<file path="config.mk">
export PLATFORM = sky130hd
export DESIGN_NAME = stable_priority_queue_top
export DESIGN_NICKNAME = d
export VERILOG_FILES = /design/src/design/spq_pkg.sv /design/src/design/spq_front.sv /design/src/design/spq_cells.sv /design/src/design/stable_priority_queue_top.sv
export SDC_FILE = /design/constraint.sdc
export NUM_CORES = 2
export LEC_CHECK = 0
export BUFFER_PORTS_ARGS = -buffer_cell sky130_fd_sc_hd__buf_2
export CAP_MARGIN = 5
export CORE_ASPECT_RATIO = 1.4
export CORE_UTILIZATION = 40
export DETAILED_ROUTE_END_ITERATION = 16
export PLACE_DENSITY = 0.56
export SKIP_LAST_GASP = 1
export SYNTH_ARGS = -nofsm -noshare
export SYNTH_HDL_FRONTEND = slang
export SYNTH_SLANG_ARGS = --single-unit
</file>
<file path="constraint.sdc">
create_clock -name clk -period 8.6 [get_ports clk]
set_clock_uncertainty 0.1 [all_clocks]
set_input_delay 0 -clock clk [delete_from_list [all_inputs] [get_ports clk]]
set_output_delay 0 -clock clk [all_outputs]
set_load 0.02 [all_outputs]
</file>
<file path="src/design/spq_pkg.sv">
// Shared types and constants for the stable priority queue.
// Used by spq_front, spq_cells and stable_priority_queue_top; depends on nothing.

package spq_pkg;

	localparam int VALUE_W   = 32;
	localparam int PRIO_W    = 16;
	localparam int OCC_W     = 5;
	localparam int S_TDATA_W = 48;
	localparam int M_TDATA_W = 40;

	// Result status codes.
	typedef enum logic [1:0] {
		ST_ENQ   = 2'd0,
		ST_DEQ   = 2'd1,
		ST_EMPTY = 2'd2,
		ST_FULL  = 2'd3
	} status_t;

	// One decoded operation as it waits between the front and the back.
	typedef struct packed {
		logic                     deq;
		logic [VALUE_W-1:0]       value;
		logic signed [PRIO_W-1:0] prio;
	} op_t;

	// One result item.
	typedef struct packed {
		logic [VALUE_W-1:0] value;
		status_t            status;
		logic [OCC_W-1:0]   occupancy;
	} res_t;

endpackage

</file>
<file path="src/design/spq_front.sv">
// Front end of the priority queue: takes input transfers, decodes them into
// operations and holds them in a two-entry queue for the back end. Uses spq_pkg.

module spq_front (
	input  logic                               clk,
	input  logic                               arst_n,
	input  logic                               s_tvalid,
	output logic                               s_tready,
	input  logic [spq_pkg::S_TDATA_W-1:0]      s_tdata,
	input  logic [0:0]                         s_tuser,
	input  logic                               pop,
	output logic                               op_valid,
	output spq_pkg::op_t                       op
);

	spq_pkg::op_t ent_q [2];
	logic         wr_ptr_q;
	logic         rd_ptr_q;
	logic [1:0]   cnt_q;
	logic         push;
	logic         do_pop;
	spq_pkg::op_t new_op;

	assign s_tready = (cnt_q != 2'd2);
	assign push     = s_tvalid && s_tready;
	assign op_valid = (cnt_q != 2'd0);
	assign do_pop   = pop && op_valid;
	assign op       = ent_q[rd_ptr_q];

	always_comb begin
		new_op.deq   = s_tuser[0];
		new_op.value = s_tdata[spq_pkg::VALUE_W-1:0];
		new_op.prio  = s_tdata[spq_pkg::VALUE_W +: spq_pkg::PRIO_W];
	end

	always_ff @(posedge clk) begin
		if (push) begin
			ent_q[wr_ptr_q] <= new_op;
		end
	end

	always_ff @(posedge clk or negedge arst_n) begin
		if (!arst_n) begin
			wr_ptr_q <= 1'b0;
			rd_ptr_q <= 1'b0;
			cnt_q    <= 2'd0;
		end else begin
			if (push) begin
				wr_ptr_q <= ~wr_ptr_q;
			end
			if (do_pop) begin
				rd_ptr_q <= ~rd_ptr_q;
			end
			unique case ({push, do_pop})
				2'b10:   cnt_q <= cnt_q + 2'd1;
				2'b01:   cnt_q <= cnt_q - 2'd1;
				default: cnt_q <= cnt_q;
			endcase
		end
	end

endmodule

</file>
<file path="src/design/spq_cells.sv">
// Back end of the priority queue: a row of sorted cells that compare in
// parallel and shift, plus the result register. Uses spq_pkg.

module spq_cells #(
	parameter int DEPTH = 16
) (
	input  logic          clk,
	input  logic          arst_n,
	input  logic          op_valid,
	input  spq_pkg::op_t  op,
	output logic          pop,
	output logic          res_valid,
	input  logic          res_ready,
	output spq_pkg::res_t res
);

	localparam int CW = $clog2(DEPTH + 1);

	logic [spq_pkg::VALUE_W-1:0]       val_q [DEPTH];
	logic signed [spq_pkg::PRIO_W-1:0] pri_q [DEPTH];
	logic [DEPTH-1:0]                  ge;
	logic [CW-1:0]                     count_q;
	logic [CW-1:0]                     count_d;
	logic                              full;
	logic                              empty;
	logic                              upd_enq;
	logic                              upd_deq;
	logic                              res_valid_q;
	spq_pkg::res_t                     res_q;
	spq_pkg::res_t                     res_d;

	assign full      = (count_q == CW'(DEPTH));
	assign empty     = (count_q == '0);
	assign pop       = op_valid && (!res_valid_q || res_ready);
	assign upd_enq   = pop && !op.deq && !full;
	assign upd_deq   = pop && op.deq && !empty;
	assign res_valid = res_valid_q;
	assign res       = res_q;

	// A cell holding an entry of equal or higher priority stays put, so the new
	// entry lands right behind the last of them.
	always_comb begin
		for (int i = 0; i < DEPTH; i++) begin
			ge[i] = (CW'(i) < count_q) && (pri_q[i] >= op.prio);
		end
	end

	for (genvar g = 0; g < DEPTH; g++) begin : g_cell
		logic                              up_ge;
		logic [spq_pkg::VALUE_W-1:0]       up_val;
		logic signed [spq_pkg::PRIO_W-1:0] up_pri;
		logic [spq_pkg::VALUE_W-1:0]       dn_val;
		logic signed [spq_pkg::PRIO_W-1:0] dn_pri;

		if (g == 0) begin : g_head
			assign up_ge  = 1'b1;
			assign up_val = op.value;
			assign up_pri = op.prio;
		end else begin : g_body
			assign up_ge  = ge[g-1];
			assign up_val = val_q[g-1];
			assign up_pri = pri_q[g-1];
		end

		if (g == DEPTH - 1) begin : g_tail
			assign dn_val = val_q[g];
			assign dn_pri = pri_q[g];
		end else begin : g_inner
			assign dn_val = val_q[g+1];
			assign dn_pri = pri_q[g+1];
		end

		always_ff @(posedge clk) begin
			if (upd_enq && !ge[g]) begin
				if (up_ge) begin
					val_q[g] <= op.value;
					pri_q[g] <= op.prio;
				end else begin
					val_q[g] <= up_val;
					pri_q[g] <= up_pri;
				end
			end else if (upd_deq) begin
				val_q[g] <= dn_val;
				pri_q[g] <= dn_pri;
			end
		end
	end

	always_comb begin
		count_d         = count_q;
		res_d.value     = '0;
		res_d.status    = spq_pkg::ST_ENQ;
		if (op.deq) begin
			if (empty) begin
				res_d.status = spq_pkg::ST_EMPTY;
			end else begin
				res_d.status = spq_pkg::ST_DEQ;
				res_d.value  = val_q[0];
				count_d      = count_q - CW'(1);
			end
		end else begin
			if (full) begin
				res_d.status = spq_pkg::ST_FULL;
			end else begin
				count_d = count_q + CW'(1);
			end
		end
		res_d.occupancy = spq_pkg::OCC_W'(count_d);
	end

	always_ff @(posedge clk) begin
		if (pop) begin
			res_q <= res_d;
		end
	end

	always_ff @(posedge clk or negedge arst_n) begin
		if (!arst_n) begin
			count_q     <= '0;
			res_valid_q <= 1'b0;
		end else begin
			if (pop) begin
				count_q     <= count_d;
				res_valid_q <= 1'b1;
			end else if (res_ready) begin
				res_valid_q <= 1'b0;
			end
		end
	end

endmodule

</file>
<file path="src/design/stable_priority_queue_top.sv">
// Stable priority queue, top level: front queue and sorted cell row.
// Each result passes through a front queue entry and then the result register.
// Throughput: one item per cycle while m_tready holds; every cell compares and shifts in parallel.
// A two-entry queue between front and back lets either side stall alone.
// Reset (arst_n, asynchronous, active low) empties the queue and the store.
// Depends on spq_pkg, spq_front and spq_cells.

module stable_priority_queue_top #(
	parameter int DEPTH = 16
) (
	input  logic                          clk,
	input  logic                          arst_n,
	input  logic                          s_tvalid,
	output logic                          s_tready,
	// [31:0] item_value, [47:32] item_priority
	input  logic [spq_pkg::S_TDATA_W-1:0] s_tdata,
	// [0] mode
	input  logic [0:0]                    s_tuser,
	output logic                          m_tvalid,
	input  logic                          m_tready,
	// [31:0] out_value, [36:32] occupancy, [39:37] zero
	output logic [spq_pkg::M_TDATA_W-1:0] m_tdata,
	// [1:0] status
	output logic [1:0]                    m_tuser
);

	spq_pkg::op_t  op;
	logic          op_valid;
	logic          pop;
	spq_pkg::res_t res;

	spq_front u_front (
		.clk      (clk),
		.arst_n   (arst_n),
		.s_tvalid (s_tvalid),
		.s_tready (s_tready),
		.s_tdata  (s_tdata),
		.s_tuser  (s_tuser),
		.pop      (pop),
		.op_valid (op_valid),
		.op       (op)
	);

	spq_cells #(
		.DEPTH (DEPTH)
	) u_cells (
		.clk       (clk),
		.arst_n    (arst_n),
		.op_valid  (op_valid),
		.op        (op),
		.pop       (pop),
		.res_valid (m_tvalid),
		.res_ready (m_tready),
		.res       (res)
	);

	assign m_tdata = {3'b000, res.occupancy, res.value};
	assign m_tuser = res.status;

	a_empty_means_zero: assert property (@(posedge clk) disable iff (!arst_n)
		m_tvalid && (m_tuser == spq_pkg::ST_EMPTY) |-> (m_tdata[36:32] == '0))
		else $error("dequeue on empty reported a nonzero occupancy");

	a_full_means_depth: assert property (@(posedge clk) disable iff (!arst_n)
		m_tvalid && (m_tuser == spq_pkg::ST_FULL) |->
			(m_tdata[36:32] == spq_pkg::OCC_W'(DEPTH)))
		else $error("dropped enqueue while the store was not full");

	a_value_only_on_deq: assert property (@(posedge clk) disable iff (!arst_n)
		m_tvalid && (m_tdata[31:0] != '0) |-> (m_tuser == spq_pkg::ST_DEQ))
		else $error("nonzero data on a result that is not a dequeue");

endmodule

</file>
* After elaboration in Yosys (flattened, before gate mapping)
Memories as Yosys holds them, arrays and structs flattened.
Index checks and enable logic that the tools add are counted.
** Storage, ports and cells
- Register bits :: 49
- Word-level logic and storage cells :: 379
- Bits of input ports :: 53
- Output and inout bits :: 44
- Memories kept :: 3
- Bits in writable memories :: 866
** Cells by class
- Bitwise logic cells :: 65
- Muxes and demuxes :: 198
- $add $sub $neg :: 4
- Equal/unequal tests :: 4
- Reductions and logical operators :: 65
- Magnitude comparators :: 32
** Memory list
- u_cells.val_q :: depth 16, bits a word 32, rd ports 16, clocked after Yosys merged registers in 0, wr ports 16, line spq_cells.sv:19 : logic [spq_pkg::VALUE_W-1:0] val_q [DEPTH];
- u_cells.pri_q :: depth 16, bits a word 16, rd ports 16, clocked after Yosys merged registers in 0, wr ports 16, line spq_cells.sv:20 : logic signed [spq_pkg::PRIO_W-1:0] pri_q [DEPTH];
- u_front.ent_q :: depth 2, bits a word 49, rd ports 1, clocked after Yosys merged registers in 0, wr ports 1, line spq_front.sv:16 : spq_pkg::op_t ent_q [2];
** Operator list (number)
- 2-to-1 mux 32 bit :: 31
- 2-to-1 mux 16 bit :: 31
- >= comparator 16 bit :: 16
- 2-to-1 mux 1 bit :: 129
- bitwise OR 1 bit :: 62
- less-than comparator 4 x 5 -> 1 bit (first input constant) :: 8
- logical AND 1 bit :: 39
- logical NOT 1 bit :: 20
- less-than comparator 3 x 5 -> 1 bit (first input constant) :: 4
- 2-to-1 mux 5 bit :: 3
- less-than comparator 1 x 5 -> 1 bit (first input constant) :: 2
- less-than comparator 2 x 5 -> 1 bit (first input constant) :: 2
- 2-to-1 mux 2 bit :: 3
- nonzero test 2 bit :: 3
- adder 5 x 1 -> 5 bit (second input constant) :: 1
- == test 5 bit (second input constant) :: 1
- logical NOT 5 bit :: 1
- subtractor 5 x 1 -> 5 bit (second input constant) :: 1
- case mux 2 bit (2 select lines) :: 1
- NOT 1 bit :: 3
- adder 2 x 1 -> 2 bit (second input constant) :: 1
- == test 2 x 1 -> 1 bit (second input constant) :: 1
- == test 2 bit (second input constant) :: 1
- inequality test 2 bit (second input constant) :: 1
- 3 further kinds :: 3

* Longest topological paths before layout
- Word-level depth :: 10
- Gate-level depth with buffers :: 16
- Mapped depth without buffers :: 11

* Modules after synthesis
A second synthesis with hierarchy kept.
** Unflattened totals
- Cells, all modules :: 3685
- Area, all modules :: 46258.1 µm²
** Modules (own cells, without submodules)
- spq_cells :: area each 42447.0 µm², cells an instance 3511, times used 1
- spq_front :: area each 3784.9 µm², cells an instance 170, times used 1
- stable_priority_queue_top :: area each 26.3 µm², cells an instance 4, times used 1

* Worst setup path before layout
Ideal clock, no wire load.
- Path type :: register to register
- From :: register u_front.rd_ptr_q
- To :: memory u_cells.pri_q[0][112] (netlist bit), enable pin
- Data arrival time :: 6450 ps
- Required time :: 7980 ps
- Cell stages (with the launch flop) :: 12
- Library setup time :: 520 ps
- Setup slack :: 1530 ps
- Path buffers :: 2
- Cell sequence :: dfrtp_1 -> buf_6 -> clkbuf_1 -> mux2_2 -> inv_1 -> ha_1 -> nand4_1 -> nor2_1 -> a221oi_1 -> or4b_2 -> o221a_2 -> o21ai_0
** RTL lines
- start, declared :: line spq_front.sv:18 : logic rd_ptr_q;
- start signal, assigned :: line spq_front.sv:52 : rd_ptr_q <= ~rd_ptr_q;
- end, declared :: line spq_cells.sv:20

==> results.ini <==
[final_layout]
area_delta_synth_final_pct=13.51
drive_gt1_frac=0.1084
final_cell_mix=edfxtp_1 (905), nor2_1 (782), a21oi_1 (389)
mostFrequentLayoutCell=edfxtp_1
num-nets-final=4486
fin_cells=5743

[logic_synthesis]
postSynthCellCount=4070
synth_edf_count=905
synthTopCellsByArea=edfxtp_1 (59%), ha_1 (7.0%), nor2_1 (6.4%)
synthMuxAreaShare=0.02693
ys_types=74
synth_top_cell_by_area=edfxtp_1
synth_compound_gate_area_share=0.1742
synth-seq-cells=915
async_flop_share=0.01093
synth-adder-area-share=0.07024
yosysSeqAreaShare=0.5921
syn-cell-area_mm2=0.04632
ys.flop_type=edfxtp_1
synthSimpleGateAreaFrac=0.1016
yosysTopAreaCellShare=0.5867
synth_top_family_by_area=compound AO/OA/AOI/OAI gates
ys_warn_count=0
syn_avg_cell_area_um2=11.38
synth_xor_xnor_area_share=0.001513

[clock_tree]
clock_latency_ns=0.70
cts_max_path_buffers=3
clkTransAtPathRegs_ns=0.06
root_buffer=clkbuf_16
cts_resized=0
post_cts_buffers=0
htreeDepth=3
cts_buffers=98
cts.sinks=915
cts_tree=done

[routing]
wire_per_inst_um=25.15
ant_nets=0
drtIter0Drc=2232
first_pass_iters=7
viasPerCell=5.925
vias=34029
routed_wirelength_um=144400
drc=0

[critical_path]
r2r-start=u_front.rd_ptr_q$_DFFE_PN0P_
critPathArrivalTime_ns=6.50
cp-start-kind=flip-flop
cp_max_fo=38
startpoint=u_front.rd_ptr_q$_DFFE_PN0P_
end_kind=flip-flop
worst-setup-path-type=reg2reg
worstPathRequired_ns=8.89

[grt]
grt_pass1_wl_um=218100
grt.total_usage=0.2461
antenna_found_initial=0
grt_max_degree=201
grt_pass1_vias=36040
overflow=0

[job]
maxCapViolations=0

[sta]
clock.fmax_mhz=161.2
period_minus_slack_ns=6.204
finalSetupViolations=0
rsz0062_at_grt=false
holdWs_ns=0.1461
fin_ws_ns=2.396
maxSlewHeadroom=0.2001
worst_slew_pin_slew_ns=1.195
drv_slew=0
finalSetupTns_ns=0
finalCritPeriodShare=0.7214
finalHoldViolCount=0

[run_status]
status=finished, final reports clean

[worst_hold_path]
hold_path.class=in2reg
worstHoldStart=m_tready

[die]
dieArea_mm2=0.1172
ioPinCount=97
die_w_um=289.6
die_h_um=404.6
rows=147
start_util=0.4036
core_mm2=0.1148

[placed_design]
routabilityCongestion=0.8754
place.detailed.instances=5461
post-place-ws_ns=2.314
portBuffers=93
hpwlAfterDp_um=100400

-- worst max-delay path: stages, from the launching register on --
cell	delay (ns)
dfrtp_2	0.60
buf_4	0.61
mux2_2	0.50
inv_1	0.65
ha_1	0.28
nand4_1	0.14
or3_1	0.40
a31oi_1	0.21
nor4_1	0.08
o31ai_1	0.58
o21bai_4	0.24
buf_4	0.40
and2_0	0.93
a21oi_1	0.17
-- worst paths after layout --
check | cells past startpoint | to | slack, ns
max in group asynchronous | 3 | u_front.rd_ptr_q$_DFFE_PN0P_ | 7.72
setup reg to reg | 13 | u_cells.val_q[14][24]$_DFFE_PP_ | 2.40
min in group asynchronous | 3 | u_cells.res_valid$_DFFE_PN0P_ | 0.27
setup / recovery | 13 | u_cells.val_q[14][24]$_DFFE_PP_ | 2.40
hold / removal | 4 | u_cells.res_valid$_DFFE_PN0P_ | 0.15
hold reg to reg | 1 | u_front.cnt_q[1]$_DFFE_PN0P_ | 0.40
-- what timing repair did --
action / CTS / global route
hold endpoints to repair: 112 / 0
hold buffers: 102 / 0
endpoints found under the setup margin: 0 / 0
-- synthesized netlist by cell type, types with 7 or more instances --
| library cell | number |
|---|---|
| edfxtp_1 | 905 |
| nor2_1 | 786 |
| a21oi_1 | 391 |
| a211oi_1 | 306 |
| o22ai_1 | 274 |
| ha_1 | 260 |
| clkbuf_1 | 228 |
| nand2_1 | 115 |
| o21ai_0 | 113 |
| inv_1 | 79 |
| mux2_2 | 61 |
| nand4_1 | 60 |
| buf_2 | 54 |
| mux2i_1 | 50 |
| and2_1 | 33 |
| a221oi_1 | 32 |
| a22oi_1 | 31 |
| a21o_1 | 28 |
| nand3_1 | 25 |
| buf_1 | 19 |
| nor2b_1 | 18 |
| o211ai_1 | 16 |
| nand2b_1 | 15 |
| o21a_1 | 15 |
| o31ai_1 | 12 |
| dfrtp_1 | 10 |
| a31oi_1 | 9 |
| or3_1 | 9 |
| nor4_1 | 8 |
| and2_0 | 7 |
-- state kept, by name, indices dropped and copies added, names as in the netlist --
| name | cells |
|---|---|
| u_cells.res_valid | 1 |
| u_front.ent_q | 98 |
| u_cells.res | 39 |
| u_cells.val_q | 512 |
| u_front.wr_ptr_q | 1 |
| u_cells.pri_q | 256 |
| u_front.cnt_q | 2 |
| u_cells.count_q | 5 |
| u_front.rd_ptr_q | 1 |
-- area by class of cell --
type | count | area [µm²]
well taps | 1490 | 1864
repair buffers | 308 | 2397
multi-input cells | 2771 | 17570
clock inverters | 52 | 419.2
clock buffers | 126 | 2589
inverters | 79 | 296.5
diodes | 2 | 5.005
fillers | 10786 | 62200
flip-flops and latches | 915 | 27430
-- logic make-up after synthesis --
group | after synthesis
other cells | 1
fa+ha+maj | 260
buf+inv | 386
flops | 915
xor+xnor | 8
mux | 116
simple gates | 1112
compound gates | 1272
-- per-stage QoR --
step                        util  instance area [µm²]
after global routing      0.4580                52570
after detailed placement  0.4229                48540
final                     0.4581                52570
after CTS                 0.4580                52570
after floorplan                -                46320
after global placement    0.4229                48540
-- routing by layer --
layer | routed length [µm] | GRT usage | share of wire | up-vias
met3 | 4650 | 0.02275 | 0.032 | 317
li1 | - | - | - | 15807
met4 | 7260 | 0.1233 | 0.050 | 0
met5 | 0 | 0 | 0 | -
met2 | 79350 | 0.4659 | 0.55 | 867
met1 | 53170 | 0.2694 | 0.37 | 17038
Power is left out: the tool's default activity adds up to more than one toggle a clock period on the data nets, which glitch-free logic cannot reach.
